[src/bhpq_pkg.sv]
// Shared types and constants for the binary heap priority queue.
package bhpq_pkg;

   localparam int DEF_CAPACITY   = 64;
   localparam int DEF_DATA_WIDTH = 32;

   // Operation codes carried on req_tuser
   localparam logic KIND_INSERT  = 1'b0;
   localparam logic KIND_EXTRACT = 1'b1;

   typedef enum logic [3:0] {
      ST_IDLE,
      ST_EX_ROOT,
      ST_EX_LAST,
      ST_UP_READ,
      ST_UP_CMP,
      ST_DN_LEFT,
      ST_DN_RIGHT,
      ST_DN_CMP,
      ST_DN_MOVE,
      ST_DONE
   } state_type;

endpackage

[src/bhpq_ram.sv]
// Generic single-write, single-read RAM with registered read data.
module bhpq_ram #(
   parameter int WIDTH = 32,
   parameter int DEPTH = 64
) (
   input  logic                     clock,
   input  logic                     wr_en,
   input  logic [$clog2(DEPTH)-1:0] wr_addr,
   input  logic [WIDTH-1:0]         wr_data,
   input  logic [$clog2(DEPTH)-1:0] rd_addr,
   output logic [WIDTH-1:0]         rd_data
);

   logic [WIDTH-1:0] mem_ff [DEPTH];
   logic [WIDTH-1:0] rd_data_ff;

   always_ff @(posedge clock) begin
      if (wr_en) begin
         mem_ff[wr_addr] <= wr_data;
      end
      rd_data_ff <= mem_ff[rd_addr];
   end

   assign rd_data = rd_data_ff;

endmodule

[src/bhpq_cmp.sv]
// Shared priority compare: true when a belongs above b in the heap.
module bhpq_cmp #(
   parameter int DATA_WIDTH = 32
) (
   input  logic                  min_mode,
   input  logic [DATA_WIDTH-1:0] a,
   input  logic [DATA_WIDTH-1:0] b,
   output logic                  better
);

   // strict order only: equal values never move
   always_comb begin
      if (min_mode) begin
         better = $signed(a) < $signed(b);
      end else begin
         better = $signed(a) > $signed(b);
      end
   end

endmodule

[src/binary_heap_priority_queue.sv]
// Binary heap priority queue: one RAM, one shared comparator, a small sequencer.
// Flow: an error goes straight to the result; an insert runs ST_UP_READ and ST_UP_CMP for
// each level it climbs; an extract reads the root, then the last element, and unless that
// emptied the heap runs ST_DN_LEFT, ST_DN_RIGHT and ST_DN_CMP or ST_DN_MOVE per level it
// sinks. A new item is taken only in ST_IDLE, after the result has entered the output
// register, which waits while it is full. Sync reset empties the heap, selects min mode.
module binary_heap_priority_queue #(
   parameter int CAPACITY   = bhpq_pkg::DEF_CAPACITY,
   parameter int DATA_WIDTH = bhpq_pkg::DEF_DATA_WIDTH
) (
   input  logic clock,
   input  logic reset,

   // request channel
   input  logic                                  req_tvalid,
   output logic                                  req_tready,
   input  logic [((DATA_WIDTH+7)/8)*8-1:0]       req_tdata,   // [0] up: value
   input  logic                                  req_tuser,   // kind

   // response channel
   output logic                                  rsp_tvalid,
   input  logic                                  rsp_tready,
   output logic [((DATA_WIDTH+$clog2(CAPACITY+1)+7)/8)*8-1:0] rsp_tdata,
                                                 // [0] up: root_out, occupancy
   output logic [1:0]                            rsp_tuser,   // empty_error, full_error

   // configuration
   input  logic                                  csr_we,
   input  logic                                  csr_wdata    // min_mode
);

   localparam int AW = $clog2(CAPACITY);        // heap index width
   localparam int CW = $clog2(CAPACITY + 1);    // element count width
   localparam int XW = AW + 2;                  // child index width, holds 2*pos+2

   bhpq_pkg::state_type state_ff, state_in;

   logic                  min_mode_ff;
   logic [CW-1:0]         count_ff, count_in;
   logic [AW-1:0]         pos_ff, pos_in;
   logic [DATA_WIDTH-1:0] val_ff, val_in;          // element being sifted
   logic [DATA_WIDTH-1:0] best_val_ff, best_val_in;
   logic [AW-1:0]         best_idx_ff, best_idx_in;

   // result of the item in flight
   logic [DATA_WIDTH-1:0] res_root_ff, res_root_in;
   logic                  res_empty_ff, res_empty_in;
   logic                  res_full_ff, res_full_in;

   // output register
   logic                  rsp_valid_ff, rsp_valid_in;
   logic [DATA_WIDTH-1:0] rsp_root_ff, rsp_root_in;
   logic                  rsp_empty_ff, rsp_empty_in;
   logic                  rsp_full_ff, rsp_full_in;
   logic [CW-1:0]         rsp_occ_ff, rsp_occ_in;

   // RAM and comparator hookup
   logic                  ram_we;
   logic [AW-1:0]         ram_waddr;
   logic [DATA_WIDTH-1:0] ram_wdata;
   logic [AW-1:0]         ram_raddr;
   logic [DATA_WIDTH-1:0] ram_rdata;
   logic [DATA_WIDTH-1:0] cmp_a, cmp_b;
   logic                  cmp_better;

   logic [AW-1:0]         parent_idx;
   logic [XW-1:0]         left_idx, right_idx, count_x;

   assign parent_idx = AW'((pos_ff - 1'b1) >> 1);
   assign left_idx   = XW'({pos_ff, 1'b1});
   assign right_idx  = left_idx + 1'b1;
   assign count_x    = XW'(count_ff);

   bhpq_ram #(
      .WIDTH (DATA_WIDTH),
      .DEPTH (CAPACITY)
   ) u_store (
      .clock   (clock),
      .wr_en   (ram_we),
      .wr_addr (ram_waddr),
      .wr_data (ram_wdata),
      .rd_addr (ram_raddr),
      .rd_data (ram_rdata)
   );

   bhpq_cmp #(
      .DATA_WIDTH (DATA_WIDTH)
   ) u_cmp (
      .min_mode (min_mode_ff),
      .a        (cmp_a),
      .b        (cmp_b),
      .better   (cmp_better)
   );

   // Sequencer: sift-up moves parents down into the hole, sift-down lifts the best
   // child into the hole; the sifted element itself is written once at the end.
   always_comb begin
      logic [DATA_WIDTH-1:0] mv_val;
      logic [AW-1:0]         mv_idx;
      logic                  do_move;

      state_in     = state_ff;
      count_in     = count_ff;
      pos_in       = pos_ff;
      val_in       = val_ff;
      best_val_in  = best_val_ff;
      best_idx_in  = best_idx_ff;
      res_root_in  = res_root_ff;
      res_empty_in = res_empty_ff;
      res_full_in  = res_full_ff;
      rsp_valid_in = rsp_valid_ff && !rsp_tready;
      rsp_root_in  = rsp_root_ff;
      rsp_empty_in = rsp_empty_ff;
      rsp_full_in  = rsp_full_ff;
      rsp_occ_in   = rsp_occ_ff;
      ram_we       = 1'b0;
      ram_waddr    = pos_ff;
      ram_wdata    = val_ff;
      ram_raddr    = '0;
      cmp_a        = val_ff;
      cmp_b        = ram_rdata;
      req_tready   = 1'b0;
      mv_val       = best_val_ff;
      mv_idx       = best_idx_ff;
      do_move      = 1'b0;

      case (state_ff)
         bhpq_pkg::ST_IDLE: begin
            req_tready = 1'b1;
            if (req_tvalid) begin
               res_root_in  = '0;
               res_empty_in = 1'b0;
               res_full_in  = 1'b0;
               if (req_tuser == bhpq_pkg::KIND_INSERT) begin
                  if (count_ff == CW'(CAPACITY)) begin
                     // drop the value
                     res_full_in = 1'b1;
                     state_in    = bhpq_pkg::ST_DONE;
                  end else begin
                     val_in   = req_tdata[DATA_WIDTH-1:0];
                     pos_in   = AW'(count_ff);
                     count_in = count_ff + 1'b1;
                     state_in = bhpq_pkg::ST_UP_READ;
                  end
               end else begin
                  if (count_ff == '0) begin
                     res_root_in  = '1;
                     res_empty_in = 1'b1;
                     state_in     = bhpq_pkg::ST_DONE;
                  end else begin
                     ram_raddr = '0;
                     state_in  = bhpq_pkg::ST_EX_ROOT;
                  end
               end
            end
         end

         bhpq_pkg::ST_EX_ROOT: begin
            // root arrives; fetch the last element
            res_root_in = ram_rdata;
            ram_raddr   = AW'(count_ff - 1'b1);
            count_in    = count_ff - 1'b1;
            state_in    = bhpq_pkg::ST_EX_LAST;
         end

         bhpq_pkg::ST_EX_LAST: begin
            val_in = ram_rdata;
            pos_in = '0;
            if (count_ff == '0) begin
               state_in = bhpq_pkg::ST_DONE;
            end else begin
               state_in = bhpq_pkg::ST_DN_LEFT;
            end
         end

         bhpq_pkg::ST_UP_READ: begin
            if (pos_ff == '0) begin
               ram_we   = 1'b1;
               state_in = bhpq_pkg::ST_DONE;
            end else begin
               ram_raddr = parent_idx;
               state_in  = bhpq_pkg::ST_UP_CMP;
            end
         end

         bhpq_pkg::ST_UP_CMP: begin
            cmp_a  = val_ff;
            cmp_b  = ram_rdata;
            ram_we = 1'b1;
            if (cmp_better) begin
               ram_wdata = ram_rdata;
               pos_in    = parent_idx;
               state_in  = bhpq_pkg::ST_UP_READ;
            end else begin
               state_in = bhpq_pkg::ST_DONE;
            end
         end

         bhpq_pkg::ST_DN_LEFT: begin
            if (left_idx >= count_x) begin
               ram_we   = 1'b1;
               state_in = bhpq_pkg::ST_DONE;
            end else begin
               ram_raddr = AW'(left_idx);
               state_in  = bhpq_pkg::ST_DN_RIGHT;
            end
         end

         bhpq_pkg::ST_DN_RIGHT: begin
            // left child against the sifted element
            cmp_a = ram_rdata;
            cmp_b = val_ff;
            if (cmp_better) begin
               best_val_in = ram_rdata;
               best_idx_in = AW'(left_idx);
            end else begin
               best_val_in = val_ff;
               best_idx_in = pos_ff;
            end
            if (right_idx < count_x) begin
               ram_raddr = AW'(right_idx);
               state_in  = bhpq_pkg::ST_DN_CMP;
            end else begin
               state_in = bhpq_pkg::ST_DN_MOVE;
            end
         end

         bhpq_pkg::ST_DN_CMP: begin
            // right child wins only when strictly better than the best so far
            cmp_a   = ram_rdata;
            cmp_b   = best_val_ff;
            do_move = 1'b1;
            if (cmp_better) begin
               mv_val = ram_rdata;
               mv_idx = AW'(right_idx);
            end
         end

         bhpq_pkg::ST_DN_MOVE: begin
            do_move = 1'b1;
         end

         bhpq_pkg::ST_DONE: begin
            if (!rsp_valid_ff || rsp_tready) begin
               rsp_valid_in = 1'b1;
               rsp_root_in  = res_root_ff;
               rsp_empty_in = res_empty_ff;
               rsp_full_in  = res_full_ff;
               rsp_occ_in   = count_ff;
               state_in     = bhpq_pkg::ST_IDLE;
            end
         end

         default: begin
            state_in = bhpq_pkg::ST_IDLE;
         end
      endcase

      if (do_move) begin
         ram_we = 1'b1;
         if (mv_idx == pos_ff) begin
            state_in = bhpq_pkg::ST_DONE;
         end else begin
            ram_wdata = mv_val;
            pos_in    = mv_idx;
            state_in  = bhpq_pkg::ST_DN_LEFT;
         end
      end
   end

   always_ff @(posedge clock) begin
      if (reset) begin
         state_ff     <= bhpq_pkg::ST_IDLE;
         count_ff     <= '0;
         min_mode_ff  <= 1'b1;
         rsp_valid_ff <= 1'b0;
      end else begin
         state_ff     <= state_in;
         count_ff     <= count_in;
         rsp_valid_ff <= rsp_valid_in;
         if (csr_we) begin
            min_mode_ff <= csr_wdata;
         end
      end
   end

   // payload, no reset needed
   always_ff @(posedge clock) begin
      pos_ff       <= pos_in;
      val_ff       <= val_in;
      best_val_ff  <= best_val_in;
      best_idx_ff  <= best_idx_in;
      res_root_ff  <= res_root_in;
      res_empty_ff <= res_empty_in;
      res_full_ff  <= res_full_in;
      rsp_root_ff  <= rsp_root_in;
      rsp_empty_ff <= rsp_empty_in;
      rsp_full_ff  <= rsp_full_in;
      rsp_occ_ff   <= rsp_occ_in;
   end

   assign rsp_tvalid = rsp_valid_ff;
   assign rsp_tuser  = {rsp_full_ff, rsp_empty_ff};

   always_comb begin
      rsp_tdata                   = '0;
      rsp_tdata[DATA_WIDTH-1:0]   = rsp_root_ff;
      rsp_tdata[DATA_WIDTH +: CW] = rsp_occ_ff;
   end

endmodule

[config.mk]
export PLATFORM = sky130hd
export DESIGN_NAME = binary_heap_priority_queue
export DESIGN_NICKNAME = d
export VERILOG_FILES = /design/src/bhpq_pkg.sv /design/src/bhpq_ram.sv /design/src/bhpq_cmp.sv /design/src/binary_heap_priority_queue.sv
export SDC_FILE = /design/constraint.sdc
export NUM_CORES = 2
export LEC_CHECK = 0
export BUFFER_PORTS_ARGS = -buffer_cell sky130_fd_sc_hd__buf_2
export CAP_MARGIN = 10
export CORE_MARGIN = 5
export CORE_UTILIZATION = 45
export CTS_CLUSTER_SIZE = 16
export DETAILED_ROUTE_END_ITERATION = 8
export GPL_TIMING_DRIVEN = 0
export PLACE_DENSITY = 0.59
export SYNTH_ARGS = -nofsm -noshare
export SYNTH_HDL_FRONTEND = slang
export SYNTH_HIERARCHICAL = 1
export SYNTH_SLANG_ARGS = --single-unit
[constraint.sdc]
create_clock -name clock -period 9.3 [get_ports clock]
set_clock_uncertainty 0.15 [all_clocks]
set_input_delay 1.86 -clock clock [delete_from_list [all_inputs] [get_ports clock]]
set_output_delay 1.86 -clock clock [all_outputs]
set_load 0.02 [all_outputs]
==> results.json <==
{
  "required_ps": 9780,
  "end_kind": "register",
  "grt_pass1_wl_um": 379700,
  "final.min_clock_period_ps": 8385,
  "fmaxAchievable_mhz": 119.3,
  "timing.final.hold_violations": 0,
  "worstMarginPinSlew_ps": 1410,
  "post_cts_resized": 0,
  "power_density_nw_per_um2": 367.5,
  "rows": 163,
  "synth_edf_count": 2193,
  "tritoncts": "done",
  "syn-num-nets": 4374,
  "grt_setup_unrepaired": "no",
  "reg2regPathDepth": 19,
  "clock_latency_ps": 860,
  "core-area_um2": 197000,
  "regArea_um2": 66870,
  "route.vias.total": 47720,
  "first_global_vias": 46350,
  "setup_viol": 0,
  "critical_path_class": "reg2reg",
  "synth_cells": 4286,
  "clkSinkCount": 2244,
  "cts_buffer_depth": 3,
  "dieWidth_um": 454.5,
  "grt_max_degree": 49,
  "fillCellCount": 15340,
  "relSlewSlack": 0.05982,
  "cp-start-kind": "register",
  "clk_pin_slew_worst_paths_ps": 60,
  "finalSetupTns_ps": 0,
  "ys_seq_area_frac": 0.7521,
  "regToRegEndpoint": "u_store/rd_data[13]",
  "start_util": 0.4513,
  "synth_area_leader_cell": "edfxtp_1",
  "fin_crit_sh": 0.9016,
  "path_max_fanout": 10,
  "netlist_top_cells_count": "edfxtp_1, mux4_2, nand2_1, nor2_1, mux2_2",
  "synthTopCellsByArea": "edfxtp_1, mux4_2, mux2_2",
  "drive_above_1_share": 0.2893,
  "hp-class": "reg2reg",
  "r2r_setup_slack_ps": 920,
  "antenna_left": 0,
  "synth_most_common_cell": "edfxtp_1",
  "maxCapViolCount": 0,
  "wl_per_cell_um": 36.61,
  "die_h_um": 454.5,
  "gp_congestion": 0.8739,
  "r2r-start": "pos_ff[0]",
  "overflow": 0,
  "ctsHoldBuffers": 0,
  "numCtsBuffers": 222,
  "timing.hold.ws_ps": 263.6,
  "min_from": "res_root_ff[19]",
  "post-route-drc-count": 0,
  "area_growth_pct": 16.83,
  "nets": 4831,
  "multi_input_area_um2": 21540,
  "syn-cell-area_um2": 88920,
  "die_area_um2": 206600,
  "dp_hpwl_um": 190200,
  "grt_antenna_before_repair": 15,
  "via_per_inst": 6.301,
  "crit_arrival_ps": 8860,
  "root_buffer": "clkbuf_16",
  "portBuffers": 81,
  "wirelength_um": 277200,
  "first_iter_violations": 6598,
  "gr-usage-all-layers": 0.2677,
  "cts_setup_buffers": 0,
  "dr.pass1.iters": 7,
  "ir_drop_v": 0.0002304,
  "async_flop_share": 0,
  "htree_levels": 4,
  "ios": 83,
  "slew_viol_final": 0,
  "avgSynthCellArea_um2": 20.75,
  "yosysUniqueCellTypes": 65,
  "power_leakage_nw": 32.25,
  "ys_ff_latch": 2244,
  "outcome": "finished, final reports clean",
  "min_to": "rsp_root_ff[19]",
  "synthFlopType": "edfxtp_1",
  "min_path_cells": 0,
  "ys_warn_count": 6,
  "synth_top_area_share": 0.7406
}
[cell usage in the layout, fill, tap and decap left out, types with 21 or more instances in the layout]
master and count:
nor2_1 98, ha_1 49, mux4_2 544, dfxtp_1 51, a21oi_1 93, buf_12 100, buf_4 30, mux2_2 131
nor2_4 62, nor3b_1 35, clkbuf_1 168, nand3_1 23, bufinv_16 21, clkinv_2 30, edfxtp_1 2193, o22ai_1 90
clkinv_1 54, clkbuf_16 225, buf_16 35, nand2_1 160, buf_1 32, mux2i_1 128, buf_2 147, inv_1 52
a221o_1 36, o21ai_4 33, nor2b_1 21, o221ai_1 28
[through the flow]
step / power [mW] / util / instance area (µm²) / setup WS, ps / std cells
after global routing: 39.33 / 0.5272 / 103900 / 803.9 / 7569
after detailed placement: 29.26 / 0.4902 / 96580 / 1212 / 7155
final: 38.18 / 0.5273 / 103900 / 915.5 / 7573
after global placement: 28.75 / 0.4701 / 92620 / -5667 / 7007
after floorplan: 22.21 / - / 88920 / 1489 / 4286
after CTS: 38.14 / 0.5268 / 103800 / 1161 / 7565
[sequential cells by signal, indices dropped and copies added, names as in the netlist]
name and cells:
rsp_tvalid 1, rsp_occ_ff 7, best_idx_ff 6, pos_ff 6, val_ff 32, state_ff 4
res_empty_ff 1, rsp_empty_ff 1, u_store/mem_ff 2048, rsp_root_ff 32, rsp_full_ff 1, u_store/rd_data 32
min_mode_ff 1, best_val_ff 32, res_full_ff 1, count_ff 7, res_root_ff 32
[cells by family after synthesis]
family,count (synthesis),share of synthesized area
mux,804,0.1689
fa+ha+maj,49,0.006895
buf+inv,300,0.01537
simple gates,487,0.02565
compound gates,378,0.02875
other cells,1,0.00004217
xor+xnor,23,0.002266
flops,2244,0.7521
[layout make-up]
cell class                      instances  share of cell area
Antenna cell                            4          0.00009636
Clock inverter                        127             0.01277
Clock buffer                          283             0.05659
Timing Repair Buffer                  233             0.03451
Inverter                               53            0.001915
Sequential cell                      2244              0.6438
Multi-Input combinational cell       1742              0.2073
Buffer                                247             0.01125
Tap cell                             2640             0.03180
[worst max path at each step]
stage	from	end	slack, ps	depth (start not counted)
final	pos_ff[0]	u_store/rd_data[13]	920	19
after floorplan	state_ff[1]	u_store/mem_ff[0][16]	1490	22
after detailed placement	pos_ff[0]	u_store/rd_data[13]	1210	19
after CTS	pos_ff[0]	u_store/rd_data[13]	1160	19
after global placement	state_ff[1]	u_store/mem_ff[10][16]	-5670	19
after global routing	pos_ff[1]	u_store/rd_data[13]	800	19
[layer usage]
metal  GRT usage  up-vias  wire length (µm)
li1            -    18820                 -
met1      0.3653    25750            106200
met2      0.4154     2674            128600
met3     0.05627      467             26810
met4      0.1277       10             15610
met5           0        -                71
[power breakdown]
group | switching, mW | internal [mW] | total (mW)
Sequential | 0.337 | 13.7 | 14.0
Combinational | 10.1 | 5.19 | 15.3
Clock | 3.84 | 5.05 | 8.89
Total | 14.3 | 23.9 | 38.2
[critical path, stage by stage (launching register included)]
cell      delay (ps)
dfxtp_1          580
buf_2            320
inv_1            180
ha_1             440
ha_1             310
o211ai_1          90
a21oi_1           90
or4_1            590
nor2_1           540
mux2i_1          150
o211ai_1         120
buf_2            460
buf_2            410
buf_2            520
buf_1            860
nand3b_1         650
o221ai_1         760
a21oi_1          440
a21oi_1          270
nor2_1           160
Power figures use the tool's default switching activity.
